## src/design/wfba_pkg.sv

```systemverilog
// Shared types and constants for the worst-fit block allocator.
// No dependencies; every other design file refers to this package by scoped name.
`timescale 1ns / 1ps
`default_nettype none

package wfba_pkg;

  localparam int NumBlocks = 16;
  localparam int SizeBits  = 16;
  localparam int IdxW      = (NumBlocks > 1) ? $clog2(NumBlocks) : 1;
  localparam int CntW      = $clog2(NumBlocks + 1);
  localparam int CfgW      = 5;
  localparam int QDepth    = 2;
  localparam int QPtrW     = $clog2(QDepth);
  localparam int QCntW     = $clog2(QDepth + 1);

  typedef enum logic [0:0] {
    OP_LOAD  = 1'b0,
    OP_ALLOC = 1'b1
  } op_e;

  typedef enum logic [1:0] {
    ST_LOADED  = 2'd0,
    ST_GRANTED = 2'd1,
    ST_REFUSED = 2'd2
  } status_e;

  typedef enum logic [1:0] {
    BK_IDLE,
    BK_SCAN,
    BK_FIN
  } back_state_e;

  typedef struct packed {
    logic        mode;
    logic [3:0]  block_index;
    logic [15:0] size_value;
    logic [7:0]  request_id;
  } in_item_t;

  typedef struct packed {
    logic [1:0] status;
    logic [3:0] granted_block;
    logic [7:0] request_echo;
  } out_item_t;

  // Decoded command handed from the front to the back through the queue
  typedef struct packed {
    op_e                 op;
    logic [IdxW-1:0]     idx;
    logic [SizeBits-1:0] size;
    logic [7:0]          id;
  } cmd_t;

endpackage

`default_nettype wire

```

## src/design/wfba_front.sv

```systemverilog
// Front end: registers an accepted input transaction and decodes it into a command.
// Depends on wfba_pkg.
`timescale 1ns / 1ps
`default_nettype none

module wfba_front (
  input  wire logic              clk_i,
  input  wire logic              rst_ni,
  input  wire logic              in_valid_i,
  output logic                   in_ready_o,
  input  wire wfba_pkg::in_item_t in_data_i,
  output logic                   cmd_valid_o,
  input  wire logic              cmd_ready_i,
  output wfba_pkg::cmd_t         cmd_o
);

  logic           vld_q, vld_d;
  wfba_pkg::cmd_t cmd_q, cmd_d;
  logic           in_fire;

  assign in_ready_o = !vld_q || cmd_ready_i;
  assign in_fire    = in_valid_i && in_ready_o;

  always_comb begin
    cmd_d = cmd_q;
    if (in_fire) begin
      cmd_d.op   = in_data_i.mode ? wfba_pkg::OP_ALLOC : wfba_pkg::OP_LOAD;
      cmd_d.idx  = wfba_pkg::IdxW'(in_data_i.block_index);
      cmd_d.size = wfba_pkg::SizeBits'(in_data_i.size_value);
      cmd_d.id   = in_data_i.request_id;
    end
    vld_d = in_fire ? 1'b1 : (cmd_ready_i ? 1'b0 : vld_q);
  end

  always_ff @(posedge clk_i or negedge rst_ni) begin
    if (!rst_ni) begin
      vld_q <= 1'b0;
    end else begin
      vld_q <= vld_d;
    end
  end

  always_ff @(posedge clk_i) begin
    cmd_q <= cmd_d;
  end

  assign cmd_valid_o = vld_q;
  assign cmd_o       = cmd_q;

endmodule

`default_nettype wire

```

## src/design/wfba_queue.sv

```systemverilog
// Short command queue decoupling the front end from the allocation engine.
// Depends on wfba_pkg.
`timescale 1ns / 1ps
`default_nettype none

module wfba_queue (
  input  wire logic            clk_i,
  input  wire logic            rst_ni,
  input  wire logic            push_valid_i,
  output logic                 push_ready_o,
  input  wire wfba_pkg::cmd_t  push_data_i,
  output logic                 pop_valid_o,
  input  wire logic            pop_ready_i,
  output wfba_pkg::cmd_t       pop_data_o
);

  wfba_pkg::cmd_t                 mem_q [wfba_pkg::QDepth];
  logic [wfba_pkg::QPtrW-1:0]     wr_ptr_q, wr_ptr_d, rd_ptr_q, rd_ptr_d;
  logic [wfba_pkg::QCntW-1:0]     cnt_q, cnt_d;
  logic                           push, pop;

  assign push_ready_o = (cnt_q != wfba_pkg::QCntW'(wfba_pkg::QDepth));
  assign pop_valid_o  = (cnt_q != '0);
  assign push         = push_valid_i && push_ready_o;
  assign pop          = pop_valid_o && pop_ready_i;
  assign pop_data_o   = mem_q[rd_ptr_q];

  always_comb begin
    wr_ptr_d = push ? wr_ptr_q + 1'b1 : wr_ptr_q;
    rd_ptr_d = pop  ? rd_ptr_q + 1'b1 : rd_ptr_q;
    cnt_d    = cnt_q;
    if (push && !pop) begin
      cnt_d = cnt_q + 1'b1;
    end else if (pop && !push) begin
      cnt_d = cnt_q - 1'b1;
    end
  end

  always_ff @(posedge clk_i or negedge rst_ni) begin
    if (!rst_ni) begin
      wr_ptr_q <= '0;
      rd_ptr_q <= '0;
      cnt_q    <= '0;
    end else begin
      wr_ptr_q <= wr_ptr_d;
      rd_ptr_q <= rd_ptr_d;
      cnt_q    <= cnt_d;
    end
  end

  always_ff @(posedge clk_i) begin
    if (push) begin
      mem_q[wr_ptr_q] <= push_data_i;
    end
  end

`ifndef SYNTH
  a_cnt_bound: assert property (@(posedge clk_i) disable iff (!rst_ni)
    cnt_q <= wfba_pkg::QCntW'(wfba_pkg::QDepth))
    else $error("queue occupancy beyond depth");
  a_ptr_track: assert property (@(posedge clk_i) disable iff (!rst_ni)
    (cnt_q == '0) || (cnt_q == wfba_pkg::QCntW'(wfba_pkg::QDepth)) |-> wr_ptr_q == rd_ptr_q)
    else $error("queue pointers disagree with occupancy");
  a_cnt_step: assert property (@(posedge clk_i) disable iff (!rst_ni)
    push && !pop |=> cnt_q == $past(cnt_q) + 1'b1)
    else $error("queue occupancy did not follow a push");
`endif

endmodule

`default_nettype wire

```

## src/design/wfba_back.sv

```systemverilog
// Allocation engine: block size memory, taken flags, serial worst-fit scan and
// output register. Depends on wfba_pkg.
`timescale 1ns / 1ps
`default_nettype none

module wfba_back (
  input  wire logic                      clk_i,
  input  wire logic                      rst_ni,
  input  wire logic                      cfg_we_i,
  input  wire logic [wfba_pkg::CfgW-1:0] cfg_data_i,
  input  wire logic                      cmd_valid_i,
  output logic                           cmd_ready_o,
  input  wire wfba_pkg::cmd_t            cmd_i,
  output logic                           out_valid_o,
  input  wire logic                      out_ready_i,
  output wfba_pkg::out_item_t            out_data_o
);

  logic [wfba_pkg::SizeBits-1:0] size_mem [wfba_pkg::NumBlocks];
  logic [wfba_pkg::NumBlocks-1:0] taken_q, taken_d;

  logic [wfba_pkg::CfgW-1:0]     blk_cnt_q;
  wfba_pkg::back_state_e         state_q, state_d;
  logic [wfba_pkg::CntW-1:0]     limit_q, limit_d;
  logic [wfba_pkg::CntW-1:0]     scan_q, scan_d;
  logic                          pend_q, pend_d;
  logic [wfba_pkg::IdxW-1:0]     cmp_idx_q, cmp_idx_d;
  logic [wfba_pkg::SizeBits-1:0] rd_data_q;
  logic                          found_q, found_d;
  logic [wfba_pkg::IdxW-1:0]     best_idx_q, best_idx_d;
  logic [wfba_pkg::SizeBits-1:0] best_size_q, best_size_d;
  logic [wfba_pkg::SizeBits-1:0] req_size_q, req_size_d;
  logic [7:0]                    req_id_q, req_id_d;
  logic                          out_vld_q, out_vld_d;
  wfba_pkg::out_item_t           out_q, out_d;

  logic slot_free, pop, rd_en, load_we, fin_fire, cand;

  assign slot_free   = !out_vld_q || out_ready_i;
  assign cmd_ready_o = (state_q == wfba_pkg::BK_IDLE) && slot_free;
  assign pop         = cmd_valid_i && cmd_ready_o;
  assign load_we     = pop && (cmd_i.op == wfba_pkg::OP_LOAD);
  assign fin_fire    = (state_q == wfba_pkg::BK_FIN) && slot_free;
  assign rd_en       = (state_q == wfba_pkg::BK_SCAN) && (scan_q != limit_q);

  // Candidate check on the entry read in the previous cycle
  assign cand = pend_q && !taken_q[cmp_idx_q] && (rd_data_q >= req_size_q);

  always_comb begin
    state_d     = state_q;
    limit_d     = limit_q;
    scan_d      = scan_q;
    pend_d      = rd_en;
    cmp_idx_d   = scan_q[wfba_pkg::IdxW-1:0];
    found_d     = found_q;
    best_idx_d  = best_idx_q;
    best_size_d = best_size_q;
    req_size_d  = req_size_q;
    req_id_d    = req_id_q;
    taken_d     = taken_q;
    out_vld_d   = out_vld_q && !out_ready_i;
    out_d       = out_q;

    unique case (state_q)
      wfba_pkg::BK_IDLE: begin
        if (pop) begin
          if (cmd_i.op == wfba_pkg::OP_LOAD) begin
            taken_d[cmd_i.idx]  = 1'b0;
            out_vld_d           = 1'b1;
            out_d.status        = wfba_pkg::ST_LOADED;
            out_d.granted_block = '0;
            out_d.request_echo  = cmd_i.id;
          end else begin
            // block_count saturates at the table depth
            if (wfba_pkg::CntW'(blk_cnt_q) > wfba_pkg::CntW'(wfba_pkg::NumBlocks)) begin
              limit_d = wfba_pkg::CntW'(wfba_pkg::NumBlocks);
            end else begin
              limit_d = wfba_pkg::CntW'(blk_cnt_q);
            end
            scan_d     = '0;
            found_d    = 1'b0;
            req_size_d = cmd_i.size;
            req_id_d   = cmd_i.id;
            state_d    = wfba_pkg::BK_SCAN;
          end
        end
      end
      wfba_pkg::BK_SCAN: begin
        if (rd_en) begin
          scan_d = scan_q + 1'b1;
        end
        // strict greater keeps the lowest index on a tie
        if (cand && (!found_q || (rd_data_q > best_size_q))) begin
          found_d     = 1'b1;
          best_idx_d  = cmp_idx_q;
          best_size_d = rd_data_q;
        end
        if (!rd_en && !pend_q) begin
          state_d = wfba_pkg::BK_FIN;
        end
      end
      wfba_pkg::BK_FIN: begin
        if (fin_fire) begin
          out_vld_d          = 1'b1;
          out_d.request_echo = req_id_q;
          if (found_q) begin
            taken_d[best_idx_q] = 1'b1;
            out_d.status        = wfba_pkg::ST_GRANTED;
            out_d.granted_block = 4'(best_idx_q);
          end else begin
            out_d.status        = wfba_pkg::ST_REFUSED;
            out_d.granted_block = '0;
          end
          state_d = wfba_pkg::BK_IDLE;
        end
      end
      default: state_d = wfba_pkg::BK_IDLE;
    endcase
  end

  always_ff @(posedge clk_i or negedge rst_ni) begin
    if (!rst_ni) begin
      state_q   <= wfba_pkg::BK_IDLE;
      blk_cnt_q <= '0;
      taken_q   <= '0;
      out_vld_q <= 1'b0;
      pend_q    <= 1'b0;
      found_q   <= 1'b0;
      scan_q    <= '0;
      limit_q   <= '0;
    end else begin
      state_q   <= state_d;
      taken_q   <= taken_d;
      out_vld_q <= out_vld_d;
      pend_q    <= pend_d;
      found_q   <= found_d;
      scan_q    <= scan_d;
      limit_q   <= limit_d;
      if (cfg_we_i) begin
        blk_cnt_q <= cfg_data_i;
      end
    end
  end

  always_ff @(posedge clk_i) begin
    cmp_idx_q   <= cmp_idx_d;
    best_idx_q  <= best_idx_d;
    best_size_q <= best_size_d;
    req_size_q  <= req_size_d;
    req_id_q    <= req_id_d;
    out_q       <= out_d;
  end

  // Size table: one write port for loads, one registered read port for the scan
  always_ff @(posedge clk_i) begin
    if (load_we) begin
      size_mem[cmd_i.idx] <= cmd_i.size;
    end
    if (rd_en) begin
      rd_data_q <= size_mem[scan_q[wfba_pkg::IdxW-1:0]];
    end
  end

  assign out_valid_o = out_vld_q;
  assign out_data_o  = out_q;

`ifndef SYNTH
  a_scan_bound: assert property (@(posedge clk_i) disable iff (!rst_ni)
    state_q == wfba_pkg::BK_SCAN |-> scan_q <= limit_q)
    else $error("scan index ran past block count");
  a_grant_in_range: assert property (@(posedge clk_i) disable iff (!rst_ni)
    fin_fire && found_q |-> wfba_pkg::CntW'(best_idx_q) < limit_q)
    else $error("granted block outside scanned range");
  a_grant_marks: assert property (@(posedge clk_i) disable iff (!rst_ni)
    fin_fire && found_q |=> taken_q[$past(best_idx_q)])
    else $error("granted block not marked taken");
  a_grant_was_free: assert property (@(posedge clk_i) disable iff (!rst_ni)
    fin_fire && found_q |-> !taken_q[best_idx_q])
    else $error("granted block was already taken");
`endif

endmodule

`default_nettype wire

```

## src/design/worst_fit_block_allocator_core.sv

```systemverilog
// Top level of the worst-fit block allocator: front end, command queue and
// allocation engine. Depends on wfba_pkg, wfba_front, wfba_queue, wfba_back.
`timescale 1ns / 1ps
`default_nettype none

// Worst-fit allocator over a table of 16 blocks of 16-bit size. A load
// transaction writes one block's size and frees it; an allocate transaction
// picks the largest free block of at least the requested size among the first
// block_count entries (lowest index on a tie), marks it taken and returns its
// index, or a refusal. Every input transaction gives one result. The engine
// handles one command at a time: a load is done as it is taken from the queue;
// an allocation runs a serial scan of min(block_count, 16) entries through the
// single read port of the size table (one entry per cycle), then drains the
// last read and registers the result. The front register and the two-entry
// queue sit ahead of the engine and let inputs be taken while the engine is
// busy. The engine takes a command only when the output register is empty or
// being emptied, so a stalled receiver stalls it. Write block_count only when
// no transaction is in flight.
module worst_fit_block_allocator_core (
  input  wire logic                      clk_i,
  input  wire logic                      rst_ni,
  input  wire logic                      in_valid_i,
  output logic                           in_ready_o,
  input  wire wfba_pkg::in_item_t        in_data_i,
  output logic                           out_valid_o,
  input  wire logic                      out_ready_i,
  output wfba_pkg::out_item_t            out_data_o,
  input  wire logic                      cfg_we_i,
  input  wire logic [wfba_pkg::CfgW-1:0] cfg_data_i
);

  logic           f_valid, f_ready, b_valid, b_ready;
  wfba_pkg::cmd_t f_cmd, b_cmd;

  wfba_front u_front (
    .clk_i       (clk_i),
    .rst_ni      (rst_ni),
    .in_valid_i  (in_valid_i),
    .in_ready_o  (in_ready_o),
    .in_data_i   (in_data_i),
    .cmd_valid_o (f_valid),
    .cmd_ready_i (f_ready),
    .cmd_o       (f_cmd)
  );

  wfba_queue u_queue (
    .clk_i        (clk_i),
    .rst_ni       (rst_ni),
    .push_valid_i (f_valid),
    .push_ready_o (f_ready),
    .push_data_i  (f_cmd),
    .pop_valid_o  (b_valid),
    .pop_ready_i  (b_ready),
    .pop_data_o   (b_cmd)
  );

  wfba_back u_back (
    .clk_i       (clk_i),
    .rst_ni      (rst_ni),
    .cfg_we_i    (cfg_we_i),
    .cfg_data_i  (cfg_data_i),
    .cmd_valid_i (b_valid),
    .cmd_ready_o (b_ready),
    .cmd_i       (b_cmd),
    .out_valid_o (out_valid_o),
    .out_ready_i (out_ready_i),
    .out_data_o  (out_data_o)
  );

endmodule

`default_nettype wire
```

## config.mk

```make
export PLATFORM = sky130hd
export DESIGN_NAME = worst_fit_block_allocator_core
export DESIGN_NICKNAME = d
export VERILOG_FILES = /design/src/design/wfba_pkg.sv /design/src/design/wfba_front.sv /design/src/design/wfba_queue.sv /design/src/design/wfba_back.sv /design/src/design/worst_fit_block_allocator_core.sv
export SDC_FILE = /design/constraint.sdc
export NUM_CORES = 1
export LEC_CHECK = 0
export ABC_AREA = 1
export BUFFER_PORTS_ARGS = -buffer_cell sky130_fd_sc_hd__buf_2
export CORE_ASPECT_RATIO = 0.5
export CORE_MARGIN = 4
export CORE_UTILIZATION = 27
export DETAILED_ROUTE_END_ITERATION = 8
export MAX_ROUTING_LAYER = met4
export PLACE_DENSITY = 0.41
export SYNTH_ARGS = -nofsm -noshare
export SYNTH_HDL_FRONTEND = slang
export SYNTH_SLANG_ARGS = --single-unit
```

## constraint.sdc

```tcl
create_clock -name clk_i -period 2.57 [get_ports clk_i]
set_input_delay 0.257 -clock clk_i [delete_from_list [all_inputs] [get_ports clk_i]]
set_output_delay 0.257 -clock clk_i [all_outputs]
set_load 0.05 [all_outputs]
```

## After elaboration in Yosys (flattened, before gate mapping)

Memory sizes are Yosys's and may differ from the RTL's. A register that Yosys moved wholly into a read port is not among the register bits.
Index checks and enable logic that the tools add are counted.

- Register bits: 132
- Bits in latches: 0
- Memory bits (writable): 314
- ROM bits: 0
- Input bits: 39
- Word-level logic and storage cells: 139
- Memories: 2

- Add/subtract/negate cells: 5
- Multipliers: 0
- Div/mod/pow operators: 0
- $lt $le $gt $ge: 8
- Equal/unequal tests: 12
- Shift-type cells: 0
- Mux-type cells: 43
- Bitwise operators: 4
- Reductions and logical operators: 41

Memories:

| memory | depth | width | read ports | clocked after Yosys merged registers in | wr ports | line | source |
|---|---|---|---|---|---|---|---|
| u_back.size_mem | 16 | 16 | 1 | 1 | 1 | wfba_back.sv:19 | `logic [wfba_pkg::SizeBits-1:0] size_mem [wfba_pkg::NumBlocks];` |
| u_queue.mem_q | 2 | 29 | 1 | 0 | 1 | wfba_queue.sv:17 | `wfba_pkg::cmd_t mem_q [wfba_pkg::QDepth];` |

Operator list:

| cell | number |
|---|---|
| $mux W16 | 4 |
| $mux W14 | 3 |
| $pmux W16 S2 | 1 |
| $pmux W14 S2 | 1 |
| $mux W5 | 4 |
| $and A16 B16 Y16 | 1 |
| $ge A16 B16 Y1 | 1 |
| $gt A16 B16 Y1 | 1 |
| $logic_and A1 B1 Y1 | 16 |
| $mux W1 | 16 |
| $not A16 Y16 | 1 |
| $or A16 B16 Y16 | 1 |
| $reduce_and A4 Y1 | 4 |
| $lt A4 B5 Y1 const B | 3 |
| $mux W2 | 6 |
| $ne A2 B1 Y1 const B | 5 |
| $pmux W5 S2 | 1 |
| $reduce_bool A2 Y1 | 5 |
| $logic_not A1 Y1 | 9 |
| $demux W1 S4 | 2 |
| $ge A4 B1 Y1 const B | 2 |
| $ne A2 B2 Y1 const B | 4 |
| $mux W6 | 1 |
| $pmux W2 S3 | 1 |
| other kinds (16) | 20 |

## Logic depth before layout (Yosys ltp)

An unclocked memory read counts as a cell.

- Depth in word-level cells: 10
- Gate-level depth with buffers: 15

## Modules after synthesis

Synthesis repeated with hierarchy kept, for this count alone.

- Cell total of the unflattened synthesis: 1,480
- Area total of the unflattened synthesis: 18,507.8 um^2

Modules (own cells, without submodules):

| module | times used | cells an instance | area each (um^2) |
|---|---|---|---|
| wfba_back | 1 | 1,265 | 15,248.4 |
| wfba_queue | 1 | 180 | 2,343.5 |
| wfba_front | 1 | 35 | 915.9 |

## Least setup slack after synthesis

No wires, ideal clock.

- Path kind: register to register
- From: reg u_back.out_vld_q (netlist: u_back.out_valid_o)
- To: mem u_back.size_mem[13][0] in the netlist's numbering (enable)
- Library setup time: 402 ps
- Arrival time: 2,076 ps
- Data required time: 2,168 ps
- Path slack: 92 ps
- Stages on the path, launching flop included: 8
- Period minus slack after synthesis: 2,478 ps
- Cell sequence: dfrtp_1 > inv_1 > nor2_2 > inv_1 > nand2_4 > inv_2 > nand3_4 > nor4_2

- Word-level cells in the longest chain between the ends: 7

Ends and longest elaborated chain:

| element | line | source |
|---|---|---|
| start: declaration | wfba_back.sv:34 | `logic out_vld_q, out_vld_d;` |
| start signal: assignment | wfba_back.sv:134 | `out_vld_q <= out_vld_d;` |
| $logic_not A1 Y1 | wfba_back.sv:39 | `assign slot_free = !out_vld_q \|\| out_ready_i;` |
| $logic_or A1 B1 Y1 | wfba_back.sv:39 |  |
| $logic_and A1 B1 Y1 | wfba_back.sv:40 | `assign cmd_ready_o = (state_q == wfba_pkg::BK_IDLE) && slot_free;` |
| $logic_and A1 B1 Y1 | wfba_back.sv:41 | `assign pop = cmd_valid_i && cmd_ready_o;` |
| $logic_and A1 B1 Y1 | wfba_back.sv:42 | `assign load_we = pop && (cmd_i.op == wfba_pkg::OP_LOAD);` |
| $mux W1 | wfba_back.sv:156 | `if (load_we) begin` |
| $mux W1 (not written as such) | wfba_back.sv:157 | `size_mem[cmd_i.idx] <= cmd_i.size;` |
| end: declaration | wfba_back.sv:19 |  |

Every way passes these cells.

## Worst setup path in the final report

- From: reg u_back.rd_data_q[15] in the netlist's numbering (read register of u_back.size_mem)
- To: reg u_back.best_size_q[0] in the netlist's numbering (enable)

- Word-level cells in the longest chain between the ends: 4
- Elaborated cells between the ends (all ways): 6
- Those cells by class: 2 x order compare; 4 x reduce/logical

Ends and longest elaborated chain:

| element | line | source |
|---|---|---|
| start: declaration | wfba_back.sv:28 | `logic [wfba_pkg::SizeBits-1:0] rd_data_q;` |
| $ge A16 B16 Y1 or $gt A16 B16 Y1 (tied branches) | wfba_back.sv:47, wfba_back.sv:93 |  |
| $logic_and A1 B1 Y1 or $logic_or A1 B1 Y1 (tied branches) | wfba_back.sv:47, wfba_back.sv:93 |  |
| $logic_and A1 B1 Y1 * | wfba_back.sv:93 | `if (cand && (!found_q \|\| (rd_data_q > best_size_q))) begin` |
| $reduce_and A2 Y1 (no line) * | -- |  |
| end signal: assignment | wfba_back.sv:148 | `best_size_q <= best_size_d;` |
| end: declaration | wfba_back.sv:31 | `logic [wfba_pkg::SizeBits-1:0] best_size_q, best_size_d;` |

Mark *: on every way between the ends. The rest lies on a longest branch, timed or not.
A chain may end at the register's enable or synchronous reset.

==> qor.csv <==
metric;value;unit
outcome;finished, final reports clean;
p_leak;8.01;nW
final_area;22200;um2
synthDominantCellAreaShare;67.6;%
grt_setup_unrepaired;false;
detail_route.first_pass.iterations;5;
setup_total_negative_slack;0;ps
p_clk_share;25.9;%
detailed_place.area;20300;um2
arrival;2490;ps
clock.fmax;0.447;GHz
synth_seq_area_share;73.6;%
average_footprint_of_a_synthesized_cell;12.8;um2
synthesis.instances;1447;
floorplan.initialDensity;27.5;%
reg2reg_capture_point;u_back.best_size_q[0];
synth.yosys.warnings;0;
r2r_setup_slack;330;ps
drive_gt1_share;13.9;%
p_int;17.0;mW
synthTopCellsByArea;sky130_fd_sc_hd__edfxtp_1, sky130_fd_sc_hd__dfrtp_1, sky130_fd_sc_hd__nor2_1;
clock_latency_on_the_worst_skew_pair;560;ps
grt_max_degree;70;
grt_first_pass_wirelength;68.9;mm
worst_path_largest_cell_delay;420;ps
routed_via_density;4.42;
clock_sinks;462;
hold_path_class;in2reg;
num_rows;67;
synth.most_common_cell;sky130_fd_sc_hd__edfxtp_1;
yosysUniqueCellTypes;40;
fp.coreArea;67400;um2
routed_wire_length_per_instance;17.9;um
timing.critical_path.required;2820;ps
cp_slowest_cell;sky130_fd_sc_hd__edfxtp_1;
endpoint;u_back.best_size_q[0];
share_of_async_settable_or_async_resettable_flops_after_synthesis;8.87;%
dominant_cell_type_by_area_after_synthesis;sky130_fd_sc_hd__edfxtp_1;
critPathMaxFanout;16;
global_route.usage.total;12.8;%
layout_net_count;1656;
grt_pass1_vias;11000;
rr_startpoint;u_back.rd_data_q[15];
slew_violations;0;
total_area_of_sequential_cells;13600;um2
cp_cell_sequence;ha_1 -> nand2_1 -> nor3_1 -> buf_4 -> nand2_1 -> nand2_1 -> nand2_1 -> nand2_1 -> nand2_1 -> inv_1 -> buf_12;
ratio_of_final_minimum_period_to_clock_period;87.1;%
cts_tree;done;
power.sequential.fraction;43.3;%
startpoint;u_back.rd_data_q[15];
post-route-drc-count;0;
cts_setup_buffers;0;
synthFlopType;sky130_fd_sc_hd__edfxtp_1;
post_synth_top_cells;sky130_fd_sc_hd__edfxtp_1, sky130_fd_sc_hd__nor2_1, sky130_fd_sc_hd__nand2_1;
design.die.area;73100;um2
p_sw;9.29;mW
max_slew_margin;16.5;%
gp_congestion;0.760;
finalClockSkew;27.2;ps
die_height;193;um
cts-root-buf;sky130_fd_sc_hd__clkbuf_16;
synthesis.nets;1520;
postSynthRegisterBits;462;
post_cts_resize_count;0;
global_route.overflow_total;0;
design.portCount;55;
cell_repeated_most_along_the_worst_path;sky130_fd_sc_hd__nand2_1;
post_synth_instance_area;18500;um2
max_cap_violations;0;
timing.final.setup_violations;0;
timing.final.crit_period;2240;ps
antenna_left;0;
numCtsBuffers;48;
rr_worst_depth;11;
die_width;378;um
cts-htree-levels;2;
portBuffers;54;
area_growth_syn_to_layout;20.1;%
final-hold-violation-count;0;
antennaDiodeCount;0;
timing.critical_path.to_type;flip-flop;
num_vias;11100;
power.ir.vdd_worst;0.000595;V
cts_buffer_depth;3;
powerDensity;1180;nW/um2
fill_count;6775;
p_sw_share;35.3;%
finalWirelength;45.2;mm
worstSetupPathType;reg2reg;
cts.reportedPaths.clkPinSlew;60;ps
number_of_violations_reported_at_the_end_of_detailed_routing_iteration_0;774;
number_of_antenna_violations_at_the_first_check_in_global_routing;0;
multi_input_comb_area;4250;um2
synth-edff-count;417;
combPwrFrac;30.9;%
dp_hpwl;28.5;mm
worstSetupStartpointType;flip-flop;
worst_pin_slew;1250;ps
-- metal layers --
layer  global-route usage (%)  routed length [um]  vias to the layer above
met5                        -                   0                        -
met4                     2.65                 716                        0
met3                     1.99                1310                       60
met2                     19.7               20600                      125
met1                     17.9               22600                     5525
li1                         -                   -                     5420
-- what timing repair did --
action,CTS,global route
hold buffers,38,0
hold endpoints to repair,68,0
endpoints found under the setup margin,0,0
-- placed cells by master (no fill, tap or decap), types with 9 or more instances in the layout --
| master | n |
|---|---|
| sky130_fd_sc_hd__dlygate4sd3_1 | 38 |
| sky130_fd_sc_hd__nor2_1 | 236 |
| sky130_fd_sc_hd__nand2_2 | 9 |
| sky130_fd_sc_hd__o21ai_1 | 19 |
| sky130_fd_sc_hd__inv_2 | 11 |
| sky130_fd_sc_hd__inv_1 | 84 |
| sky130_fd_sc_hd__nor2_2 | 16 |
| sky130_fd_sc_hd__buf_12 | 21 |
| sky130_fd_sc_hd__clkbuf_1 | 12 |
| sky130_fd_sc_hd__clkbuf_16 | 50 |
| sky130_fd_sc_hd__nand2_1 | 200 |
| sky130_fd_sc_hd__o32ai_1 | 32 |
| sky130_fd_sc_hd__ha_1 | 34 |
| sky130_fd_sc_hd__o21ai_0 | 118 |
| sky130_fd_sc_hd__buf_2 | 54 |
| sky130_fd_sc_hd__a21oi_1 | 17 |
| sky130_fd_sc_hd__dfrtp_1 | 39 |
| sky130_fd_sc_hd__o211ai_1 | 33 |
| sky130_fd_sc_hd__clkinv_1 | 12 |
| sky130_fd_sc_hd__nand4_1 | 10 |
| sky130_fd_sc_hd__edfxtp_1 | 417 |
| sky130_fd_sc_hd__buf_4 | 36 |
| sky130_fd_sc_hd__nand3_1 | 62 |
-- how the worst min path moves through the flow --
stage	to	from	depth (start not counted)	slack, ps
6_report	u_back.blk_cnt_q[2]	cfg_we_i	2	30
5_1_grt	u_back.state_q[1]	out_ready_i	4	20
4_1_cts	u_back.blk_cnt_q[2]	cfg_we_i	2	6
3_5_place_dp	u_back.limit_q[3]	rst_ni	1	430
3_3_place_gp	u_back.limit_q[3]	rst_ni	1	420
2_1_floorplan	u_back.blk_cnt_q[0]	rst_ni	0	-40
-- critical path, delay by kind of cell (launching register included) --
family / cells / cell delay [ps]
adder cells (fa/ha/maj): 1 / 320
buffers and inverters: 3 / 470
flip-flops: 1 / 420
AND/OR/NAND/NOR: 7 / 710
-- state kept, by name, indices dropped and copies added, names as in the netlist --
register             flops
u_back.req_id_q          8
u_back.limit_q           5
u_front.cmd_o           29
u_queue.mem_q           58
u_back.best_idx_q        4
u_back.scan_q            5
u_back.req_size_q       16
u_queue.wr_ptr_q         1
u_back.size_mem        256
u_back.found_q           1
u_front.cmd_valid_o      1
u_back.state_q           2
u_back.pend_q            1
u_back.out_valid_o       1
u_queue.cnt_q            2
u_back.best_size_q      16
u_back.taken_q          16
u_back.cmp_idx_q         4
u_back.rd_data_q        16
u_queue.rd_ptr_q         1
u_back.blk_cnt_q         5
u_back.out_data_o       14
-- area by class of cell --
cell class	count	share of cell area [%]
clock buffer	64	5.95
tap	897	5.05
timing repair buffer	149	6.03
clock inverter	22	0.855
multi-input combinational	825	19.1
sequential	462	61.3
inverter	97	1.65
-- power by group through the flow --
stage / logic (mW) / clock network (mW) / registers, mW
floorplan: 4.89 / 0 / 11.7
global placement: 8.39 / 0 / 11.6
detailed placement: 8.35 / 0 / 11.6
CTS: 8.43 / 7.03 / 11.4
global route: 9.19 / 7.35 / 11.5
finish: 8.12 / 6.80 / 11.4
-- stage by stage --
step / hold slack, ps / setup WS, ps / util (%) / total power, mW / instances
after CTS: 6.19 / 302 / 33.0 / 26.9 / 2516
after floorplan: -38.6 / 91.8 / - / 16.6 / 1447
after global placement: 422 / 320 / 30.2 / 19.9 / 2392
final: 31.5 / 333 / 33.0 / 26.3 / 2516
after detailed placement: 430 / 316 / 30.2 / 19.9 / 2392
after global routing: 23.8 / 183 / 33.0 / 28.1 / 2516
-- cells by family (layout without fill, tap and decap cells) --
logic type / Yosys count / in the layout / share of synthesized area [%]
compound gates: 232 / 232 / 7.52
xor+xnor: 7 / 7 / 0.331
fa+ha+maj: 34 / 34 / 2.30
buf+inv: 160 / 332 / 3.68
flops: 462 / 462 / 73.6
simple gates: 552 / 552 / 12.5
Note: power is estimated with default switching activity, not from simulation.
